### config.mk
export PLATFORM = sky130hd
export DESIGN_NAME = group_reversal_buffer_unit
export DESIGN_NICKNAME = d
export VERILOG_FILES = /design/src/sv/grb_pkg.sv /design/src/sv/grb_ram.sv /design/src/sv/grb_out_fifo.sv /design/src/sv/group_reversal_buffer_unit.sv
export SDC_FILE = /design/constraint.sdc
export NUM_CORES = 2
export LEC_CHECK = 0
export BUFFER_PORTS_ARGS = -buffer_cell sky130_fd_sc_hd__buf_2
export CORE_ASPECT_RATIO = 0.6
export CORE_UTILIZATION = 54
export DETAILED_ROUTE_END_ITERATION = 8
export GPL_TIMING_DRIVEN = 0
export PLACE_DENSITY = 0.73
export SLEW_MARGIN = 10
export SYNTH_ARGS = -nofsm -noshare
export SYNTH_HDL_FRONTEND = slang
export SYNTH_HIERARCHICAL = 1
export SYNTH_SLANG_ARGS = --single-unit
### constraint.sdc
create_clock -name clk -period 4.6 [get_ports clk]
set_input_delay 0.23 -clock clk [delete_from_list [all_inputs] [get_ports clk]]
set_output_delay 0.23 -clock clk [all_outputs]
set_load 0.01 [all_outputs]
### src/sv/grb_pkg.sv
package grb_pkg;

	// Width of the value field on both streams.
	localparam int unsigned WORD_BITS = 32;

	// Width of the group size register.
	localparam int unsigned GSIZE_BITS = 7;

	// Sequencer states.
	typedef enum logic [0:0] {
		ST_IDLE,
		ST_DRAIN
	} grb_state_t;

	// One result word with its markers, as it sits in the output queue.
	typedef struct packed {
		logic [WORD_BITS-1:0] value;
		logic                 burst_last;
		logic                 list_done;
	} grb_word_t;

	// Markers that travel beside a buffer read until its data returns.
	typedef struct packed {
		logic burst_last;
		logic list_done;
	} grb_tag_t;

endpackage

### src/sv/grb_ram.sv
module grb_ram #(
	parameter int unsigned WIDTH = 32,
	parameter int unsigned DEPTH = 64
) (
	input  logic                                     clk,
	input  logic                                     we,
	input  logic [((DEPTH > 1) ? $clog2(DEPTH) : 1)-1:0] waddr,
	input  logic [WIDTH-1:0]                         wdata,
	input  logic                                     re,
	input  logic [((DEPTH > 1) ? $clog2(DEPTH) : 1)-1:0] raddr,
	output logic [WIDTH-1:0]                         rdata
);

	logic [WIDTH-1:0] mem_q [DEPTH];

	// Single write port.
	always_ff @(posedge clk) begin
		if (we) begin
			mem_q[waddr] <= wdata;
		end
	end

	// Registered read port.
	always_ff @(posedge clk) begin
		if (re) begin
			rdata <= mem_q[raddr];
		end
	end

endmodule

### src/sv/grb_out_fifo.sv
module grb_out_fifo
	import grb_pkg::*;
(
	input  logic       clk,
	input  logic       arst_n,
	input  logic       push,
	input  grb_word_t  push_word,
	input  logic       pop,
	output logic       not_empty,
	output grb_word_t  head_word,
	output logic [1:0] count
);

	grb_word_t  slot_q [2];
	logic       wr_ptr_q;
	logic       rd_ptr_q;
	logic [1:0] cnt_q;

	assign not_empty = (cnt_q != 2'd0);
	assign head_word = slot_q[rd_ptr_q];
	assign count     = cnt_q;

	// Storage for the two queued words.
	always_ff @(posedge clk) begin
		if (push) begin
			slot_q[wr_ptr_q] <= push_word;
		end
	end

	// Pointers and occupancy.
	always_ff @(posedge clk or negedge arst_n) begin
		if (!arst_n) begin
			wr_ptr_q <= 1'b0;
			rd_ptr_q <= 1'b0;
			cnt_q    <= 2'd0;
		end else begin
			if (push) begin
				wr_ptr_q <= ~wr_ptr_q;
			end
			if (pop) begin
				rd_ptr_q <= ~rd_ptr_q;
			end
			if (push && !pop) begin
				cnt_q <= cnt_q + 2'd1;
			end else if (pop && !push) begin
				cnt_q <= cnt_q - 2'd1;
			end
		end
	end

endmodule

### src/sv/group_reversal_buffer_unit.sv
// Group reversal buffer.
// Input words arrive on s_tvalid/s_tready/s_tdata, with s_tlast marking the
// final element of a list. Each value is written into a group buffer. When the
// buffer holds group_size values, they leave on the m_ side newest first;
// when a list ends with a partial group, the buffered values leave in their
// original order. m_tlast marks the last word of each burst, and m_tuser marks
// the last word of the whole list. group_size is loaded through cfg_we and
// cfg_wdata; zero acts as one and values above MAX_GROUP act as MAX_GROUP.
// A word that completes no burst leaves s_tready high. A word that starts a
// burst of n results holds s_tready low while the burst is read out of the
// buffer one entry per cycle whenever the output queue has room. The first
// result of a burst passes the drain state, the registered buffer read and
// the output queue before it is valid. A two-entry queue lets the next list
// element be accepted while results still wait. If the receiver stalls, the
// buffer reads pause once the queue is full and resume without loss.
// Reset clears the fill count, the queue and the sequencer and sets
// group_size to one; the buffer contents need no clearing.
module group_reversal_buffer_unit
	import grb_pkg::*;
#(
	parameter int unsigned MAX_GROUP  = 64,
	parameter int unsigned VALUE_BITS = 32
) (
	input  logic                  clk,
	input  logic                  arst_n,
	input  logic                  cfg_we,
	input  logic [GSIZE_BITS-1:0] cfg_wdata,  // group_size
	input  logic                  s_tvalid,
	output logic                  s_tready,
	input  logic [WORD_BITS-1:0]  s_tdata,    // item_value
	input  logic                  s_tlast,    // list_end
	output logic                  m_tvalid,
	input  logic                  m_tready,
	output logic [WORD_BITS-1:0]  m_tdata,    // out_value
	output logic                  m_tlast,    // burst_last
	output logic                  m_tuser     // list_done
);

	localparam int unsigned AW = (MAX_GROUP > 1) ? $clog2(MAX_GROUP) : 1;
	localparam int unsigned CW = $clog2(MAX_GROUP + 1);
	localparam int unsigned EW = (CW > GSIZE_BITS) ? CW : GSIZE_BITS;

	grb_state_t            state_q, state_d;
	logic [GSIZE_BITS-1:0] group_size_q;
	logic [AW-1:0]         fill_q, fill_d;
	logic [AW-1:0]         addr_q, addr_d;
	logic [CW-1:0]         left_q, left_d;
	logic                  reverse_q, reverse_d;
	logic                  list_q, list_d;

	logic                  in_accept;
	logic [CW-1:0]         fill_n;
	logic                  group_full;
	logic                  emit;

	logic                  rd_issue;
	logic                  rd_valid_s1;
	grb_tag_t              rd_tag_s1;
	grb_tag_t              issue_tag;
	logic [VALUE_BITS-1:0] wr_data;
	logic [VALUE_BITS-1:0] rd_data;
	logic [WORD_BITS-1:0]  rd_value;

	logic                  q_pop;
	logic [1:0]            q_count;
	logic [2:0]            q_used;
	logic                  q_room;
	grb_word_t             q_push_word;
	grb_word_t             q_head;

	// Configuration register.
	always_ff @(posedge clk or negedge arst_n) begin
		if (!arst_n) begin
			group_size_q <= GSIZE_BITS'(1);
		end else if (cfg_we) begin
			group_size_q <= cfg_wdata;
		end
	end

	// Value width adaptation on the way in and out of the buffer.
	generate
		if (VALUE_BITS <= WORD_BITS) begin : g_narrow_in
			assign wr_data = s_tdata[VALUE_BITS-1:0];
		end else begin : g_wide_in
			assign wr_data = {{(VALUE_BITS - WORD_BITS){1'b0}}, s_tdata};
		end
		if (VALUE_BITS >= WORD_BITS) begin : g_wide_out
			assign rd_value = rd_data[WORD_BITS-1:0];
		end else begin : g_narrow_out
			assign rd_value = {{(WORD_BITS - VALUE_BITS){1'b0}}, rd_data};
		end
	endgenerate

	// Group completion test: the count reaches the size, with zero acting as
	// one and an oversize setting capped at the buffer depth.
	assign in_accept  = s_tvalid && s_tready;
	assign fill_n     = CW'(fill_q) + CW'(1);
	assign group_full = (EW'(fill_n) >= EW'(group_size_q)) || (fill_n == CW'(MAX_GROUP));
	assign emit       = group_full || s_tlast;

	// Room in the output queue for one more read, counting the read in flight.
	assign q_pop  = m_tvalid && m_tready;
	assign q_used = {1'b0, q_count} + {2'b00, rd_valid_s1};
	assign q_room = (q_used < 3'd2) || (q_pop && (q_used < 3'd3));

	// Sequencer: accept and write in idle, read the burst out in drain.
	always_comb begin
		state_d   = state_q;
		fill_d    = fill_q;
		addr_d    = addr_q;
		left_d    = left_q;
		reverse_d = reverse_q;
		list_d    = list_q;
		s_tready  = 1'b0;
		rd_issue  = 1'b0;
		issue_tag = '0;
		case (state_q)
			ST_IDLE: begin
				s_tready = 1'b1;
				if (in_accept) begin
					if (emit) begin
						state_d   = ST_DRAIN;
						fill_d    = '0;
						left_d    = fill_n;
						reverse_d = group_full;
						list_d    = s_tlast;
						addr_d    = group_full ? fill_q : '0;
					end else begin
						fill_d = AW'(fill_n);
					end
				end
			end
			ST_DRAIN: begin
				if (q_room) begin
					rd_issue             = 1'b1;
					issue_tag.burst_last = (left_q == CW'(1));
					issue_tag.list_done  = (left_q == CW'(1)) && list_q;
					left_d               = left_q - CW'(1);
					addr_d               = reverse_q ? (addr_q - AW'(1)) : (addr_q + AW'(1));
					if (left_q == CW'(1)) begin
						state_d = ST_IDLE;
					end
				end
			end
			default: begin
				state_d = ST_IDLE;
			end
		endcase
	end

	// Sequencer registers.
	always_ff @(posedge clk or negedge arst_n) begin
		if (!arst_n) begin
			state_q   <= ST_IDLE;
			fill_q    <= '0;
			left_q    <= '0;
			addr_q    <= '0;
			reverse_q <= 1'b0;
			list_q    <= 1'b0;
		end else begin
			state_q   <= state_d;
			fill_q    <= fill_d;
			left_q    <= left_d;
			addr_q    <= addr_d;
			reverse_q <= reverse_d;
			list_q    <= list_d;
		end
	end

	// Read pipeline: markers are registered beside the read so they arrive with its data.
	always_ff @(posedge clk or negedge arst_n) begin
		if (!arst_n) begin
			rd_valid_s1 <= 1'b0;
		end else begin
			rd_valid_s1 <= rd_issue;
		end
	end

	always_ff @(posedge clk) begin
		if (rd_issue) begin
			rd_tag_s1 <= issue_tag;
		end
	end

	// Group buffer.
	grb_ram #(
		.WIDTH (VALUE_BITS),
		.DEPTH (MAX_GROUP)
	) u_store (
		.clk   (clk),
		.we    (in_accept),
		.waddr (fill_q),
		.wdata (wr_data),
		.re    (rd_issue),
		.raddr (addr_q),
		.rdata (rd_data)
	);

	// Output queue.
	assign q_push_word.value      = rd_value;
	assign q_push_word.burst_last = rd_tag_s1.burst_last;
	assign q_push_word.list_done  = rd_tag_s1.list_done;

	grb_out_fifo u_out (
		.clk       (clk),
		.arst_n    (arst_n),
		.push      (rd_valid_s1),
		.push_word (q_push_word),
		.pop       (q_pop),
		.not_empty (m_tvalid),
		.head_word (q_head),
		.count     (q_count)
	);

	assign m_tdata = q_head.value;
	assign m_tlast = q_head.burst_last;
	assign m_tuser = q_head.list_done;

	// The output queue never takes a word it has no room for.
	assert property (@(posedge clk) disable iff (!arst_n)
		rd_valid_s1 |-> ((q_count != 2'd2) || q_pop))
		else $error("output queue overflow");

	// A drain never runs with nothing left to read.
	assert property (@(posedge clk) disable iff (!arst_n)
		(state_q == ST_DRAIN) |-> (left_q != '0))
		else $error("drain with empty count");

	// The end-of-list marker only sits on the last word of a burst.
	assert property (@(posedge clk) disable iff (!arst_n)
		(m_tvalid && m_tuser) |-> m_tlast)
		else $error("list end without burst end");

	// A burst always starts from an empty group on the next element.
	assert property (@(posedge clk) disable iff (!arst_n)
		(in_accept && emit) |=> (fill_q == '0))
		else $error("fill count not cleared after burst");

endmodule
# == Word level (Yosys, flattened, before mapping) ==
# Memory sizes are Yosys's and may differ from the RTL's. A register that Yosys moved wholly into a read port is not among the register bits.
# Cells that the tools add are included.
# totals
register_bits,36
ramBits,2116
output_inout_bits,36
word_cells,75
n_memories,2
# op_classes
n_addsub,7
n_lt_le_gt_ge,3
n_eq_ne,5
muxes,25
n_bitwise,3
reduce_logical,17
# memory_table
name,depth,width,read_ports,rd_ports_with_merged_regs,write_ports,line_no,text
u_store.mem_q,64,32,1,1,1,grb_ram.sv:14,logic [WIDTH-1:0] mem_q [DEPTH];
u_out.slot_q,2,34,1,0,1,grb_out_fifo.sv:14,grb_word_t slot_q [2];
# op_table
operator,count
2-to-1 mux 6 bit,6
2-to-1 mux 7 bit,3
case mux 7 bit (2 select lines),1
case mux 6 bit (2 select lines),1
2-to-1 mux 1 bit,11
"adder 6 x 1 -> 7 bit, second input constant",1
"equality test 7 x 1 -> 1 bit, second input constant",1
"equality test 7 bit, second input constant",1
>= comparator 7 bit,1
"subtractor 7 x 1 -> 7 bit, second input constant",1
"adder 6 x 1 -> 6 bit, second input constant",1
logical AND 1 bit,6
"< comparator 3 x 2 -> 1 bit, second input constant",2
AND reduction 3 bit,2
"subtractor 6 x 1 -> 6 bit, second input constant",1
2-to-1 mux 2 bit,2
"!= test 2 bit, second input constant",2
AND reduction 2 bit,2
nonzero test 2 bit,2
adder 2 x 1 -> 3 bit,1
logical OR 1 bit,3
inverter 1 bit,3
"adder 2 x 1 -> 2 bit, second input constant",1
zero test 1 bit,2
other kinds (3),3

# == Logic depth before layout (Yosys ltp) ==
# depth
word_depth,7
mapped_depth,12
depth_no_buf,11

# == Modules after synthesis ==
# The synthesis kept the hierarchy.
# by_module_without_submodules
module,instances,cells_per_inst,area_per_inst_um2,seq_area_each_um2
grb_ram,1,3324,78835.6,62459.9
grb_out_fifo,1,121,2787.7,2142.1
group_reversal_buffer_unit,1,225,2107.0,812.0

# == Least setup slack after synthesis ==
# No wires, ideal clock.
# synth_timing
path_type,flip-flop to flip-flop
start,register state_q
end,"memory u_store.mem_q[49][0], enable pin"
t_arrival_ns,3.718
required_ns,4.139
setup_slack_ns,0.421
stages_incl_launch_ff,8
path_buffers,1
period_less_slack_ns,4.179
path_cell_list,dfrtp_1 inv_2 nand2_1 inv_1 clkbuf_1 nor2b_1 nand4_1 nor3_1
# synth_via
elab_chain_len,4
# synth_lines
element,line_no,text
start: declaration,group_reversal_buffer_unit.sv:43,"grb_state_t state_q, state_d;"
start signal: assignment,group_reversal_buffer_unit.sv:161,state_q <= state_d;
2-to-1 mux 1 bit,group_reversal_buffer_unit.sv:117,case (state_q)
via s_tready,group_reversal_buffer_unit.sv:29,"output logic s_tready,"
logical AND 1 bit,group_reversal_buffer_unit.sv:96,assign in_accept = s_tvalid && s_tready;
via in_accept,group_reversal_buffer_unit.sv:51,logic in_accept;
2-to-1 mux 1 bit,grb_ram.sv:18,if (we) begin
2-to-1 mux 1 bit (not written as such),grb_ram.sv:19,mem_q[waddr] <= wdata;
end: declaration,grb_ram.sv:14,
# The timed path passes the listed nets, and every way through them passes these cells.

==> flow_metrics.tcl <==
set metrics [dict create \
    clkTransAtPathRegs_ps 70 \
    clkPwrFrac_pct 26.6 \
    clockBufferDepth 3 \
    dieHeight_um 307.0 \
    syn_area_um2 83730 \
    boundaryPins 81 \
    synthDistinctLibCells 67 \
    crit_path_end_kind "register" \
    synth-edff-count 2150 \
    dp.cells 5884 \
    avgSynthCellArea_um2 22.81 \
    finalCritPeriodShare_pct 106.7 \
    cts.htree.levels 4 \
    hold_slack_ps -17.29 \
    required_ps 5090 \
    drc 0 \
    clk_root_buffer_cell "clkbuf_16" \
    tightestPinTransition_ps 1410 \
    max_freq_mhz 203.7 \
    p_int_mw 37.84 \
    fp.dieW_um 510.4 \
    ys_seq_elements 2184 \
    violations "negative hold slack, negative setup slack" \
    grt_max_degree 65 \
    hold_class "in2reg" \
    ant_nets 0 \
    nets 4124 \
    p_per_area_nw_per_um2 600.4 \
    finalPower_mw 57.27 \
    core-area_um2 153300 \
    arrival_ps 5400 \
    fin_cells 6244 \
    start_util_pct 54.61 \
    syn2layout_area_growth_pct 13.91 \
    grt-ovfl-total 0 \
    routedWlPerCell_um 41.31 \
    hold_start "s_tdata[9]" \
    hold_viol 12 \
    yosysWarnings 6 \
    port_buffers 80 \
    via_count 44650 \
    ys.flop_type "edfxtp_1" \
    grt_usage_pct 33.37 \
    hpwl_mm 169.0 \
    drt-initial-drc-count 9125 \
    timing.final.crit_period_ps 4908 \
    startpoint "addr_q[1]$_DFFE_PN0P_" \
    insertion_delay_ps 810 \
    grt_pass1_wl_mm 348.1 \
    synth_nets 3734 \
    wl_mm 257.9 \
    status "finished with violations" \
    num_rows 111 \
    reg2reg_from "addr_q[1]$_DFFE_PN0P_" \
    finalSetupViolCount 14 \
    p_comb_share_pct 32.9 \
    antenna_found_initial 9 \
    die-area_um2 156700 \
    cts_tree "done" \
    cts_setup_buffers 0 \
    drive_gt1_share_pct 28.52 \
    place_congestion 0.9196 \
    relSlewSlack_pct 5.989 \
    finalWorstSetupSlack_ps -308.5 \
    dr.pass1.iters 9 \
    skew_ps 34.66 \
    cap_violations 0 \
    peakVddDrop_mv 0.4998 \
    synthArstFlopShare_pct 1.557 \
    drv_slew 0 \
    first_global_vias 41970 \
    startpoint_type "register" \
    cts_made_buffers 179 \
    leakagePower_nw 29.94 \
    switching_share_pct 33.93 \
    timing_worst_setup_path_type "reg2reg" \
    via_per_inst 7.150 \
    cp_max_fo 10 \
    p_seq_share_pct 40.4 \
    p_switching_mw 19.43 \
    synthCells 3670 \
    ys_seq_area_share_pct 78.12 \
    cts.sinks 2184 \
]
==> cell families after synthesis <==
logic type / synth area share [%]
muxes: 16.46
AOI/OAI and AO/OA: 2.050
buffers and inverters: 1.315
DFF: 78.12
xor gates and xnor gates: 0.1360
adders and majority gates: 0.2929
and+or+nand+nor: 1.620
==> sequential cells by signal, indices dropped and copies added, names as in the netlist, 2 cells and up <==
register / flops
u_store/mem_q: 2048
u_out/slot_q: 68
u_store/rdata: 32
group_size_q: 7
left_q: 7
addr_q: 6
fill_q: 6
q_push_word: 2
u_out/count: 2
==> layout by cell type (no fill, tap or decap), drive strengths merged, types with 11 or more instances in the layout <==
master,instances
dfrtp,33
mux4,544
a22oi,12
a21oi,72
bufinv,17
xor2,12
edfxtp,2150
nor2,150
clkinv,72
o221ai,27
mux2,40
nand3,13
nor3,12
clkbuf,306
dlygate4sd3,26
inv,26
nand2,49
nor2b,19
mux2i,96
o21ai,15
o22ai,84
buf,298
ha,18
nand2b,11
==> synthesized netlist by cell type (5+ instances only) <==
| master | count | share of area, % |
|---|---|---|
| a21o_1 | 5 | 0.045 |
| a21oi_1 | 72 | 0.43 |
| a22oi_1 | 12 | 0.11 |
| a311oi_1 | 9 | 0.094 |
| and2_1 | 8 | 0.060 |
| and3_1 | 6 | 0.045 |
| buf_1 | 21 | 0.094 |
| buf_2 | 58 | 0.35 |
| buf_4 | 25 | 0.22 |
| buf_6 | 8 | 0.11 |
| clkbuf_1 | 80 | 0.36 |
| dfrtp_1 | 33 | 0.99 |
| edfxtp_1 | 2150 | 77 |
| ha_1 | 18 | 0.27 |
| inv_1 | 24 | 0.11 |
| mux2_2 | 7 | 0.094 |
| mux2_4 | 32 | 0.57 |
| mux2i_1 | 96 | 1.1 |
| mux4_2 | 544 | 15 |
| nand2_1 | 49 | 0.22 |
| nand2b_1 | 10 | 0.075 |
| nand3_1 | 13 | 0.078 |
| nand3b_1 | 5 | 0.045 |
| nor2_1 | 150 | 0.67 |
| nor2b_1 | 19 | 0.14 |
| nor3_1 | 12 | 0.072 |
| o21ai_0 | 12 | 0.072 |
| o221ai_1 | 27 | 0.28 |
| o22ai_1 | 84 | 0.63 |
| xor2_1 | 12 | 0.13 |
==> layout make-up <==
cell class	count	area, um^2
inverters	25	93.84
diodes	9	22.52
plain buffers	195	1037
repair buffers	209	2848
fillers	9937	57950
clock buffers	227	4808
clock inverters	95	892.1
flip-flops and latches	2184	65410
multi-input cells	1266	17710
well taps	2034	2545
==> power by group through the flow <==
stage / combinational, mW / sequential, mW / clock, mW
6_report: 18.9 / 23.1 / 15.3
5_1_grt: 19.0 / 23.2 / 16.0
4_1_cts: 17.8 / 23.1 / 15.3
3_5_place_dp: 17.6 / 23.6 / 0
3_3_place_gp: 17.2 / 23.6 / 0
2_1_floorplan: 10.2 / 23.4 / 0
==> stage by stage <==
| stage | worst slack [ps] | utilization (%) | TNS [ps] | cell area [um^2] |
|---|---|---|---|---|
| finish | -308.5 | 62.20 | -1367 | 95380 |
| global route | -59.85 | 62.19 | -104.1 | 95360 |
| CTS | 109.4 | 62.10 | 0 | 95220 |
| detailed placement | 128.3 | 58.23 | 0 | 89280 |
| global placement | -2866 | 56.53 | -3049680 | 86680 |
| floorplan | 421.1 | - | 0 | 83730 |
==> critical path, stage by stage (launching register included) <==
cell and delay, ps:
dfrtp_1 380, buf_2 310, buf_2 340, buf_2 430
clkdlybuf4s15_1 860, buf_2 520, mux2i_1 1050, a21oi_1 360
a21oi_1 200, nor2_1 90
==> worst paths after layout <==
check / cells past startpoint / endpoint / slack (ps)
worst max-delay path: 9 / u_store/rdata[27]$_DFFE_PP_ / -310
worst min-delay path: 1 / u_store/mem_q[59][9]$_DFFE_PP_ / -20
worst max register to register: 9 / u_store/rdata[27]$_DFFE_PP_ / -310
worst min register to register: 0 / u_out/slot_q[1][5]$_DFFE_PP_ / 450
max in group asynchronous: 2 / u_out/wr_ptr_q$_DFFE_PN0P_ / 3950
min in group asynchronous: 2 / group_size_q[4]$_DFFE_PN0P_ / 90
==> repair_timing <==
| action | 4_1_cts | 5_1_grt |
|---|---|---|
| setup endpoints to repair | 0 | 4 |
| resized for setup | 0 | 6 |
| hold buffers | 24 | 2 |
| endpoints found under the hold margin | 48 | 33 |
==> per-layer routing <==
layer	vias to the layer above	routed length [um]	GRT usage, %
li1	16340	-	-
met1	23160	91550	48.54
met2	4558	101200	42.20
met3	580	54970	18.22
met4	8	9966	11.62
met5	-	283	0
(Power assumes the default switching activity.)
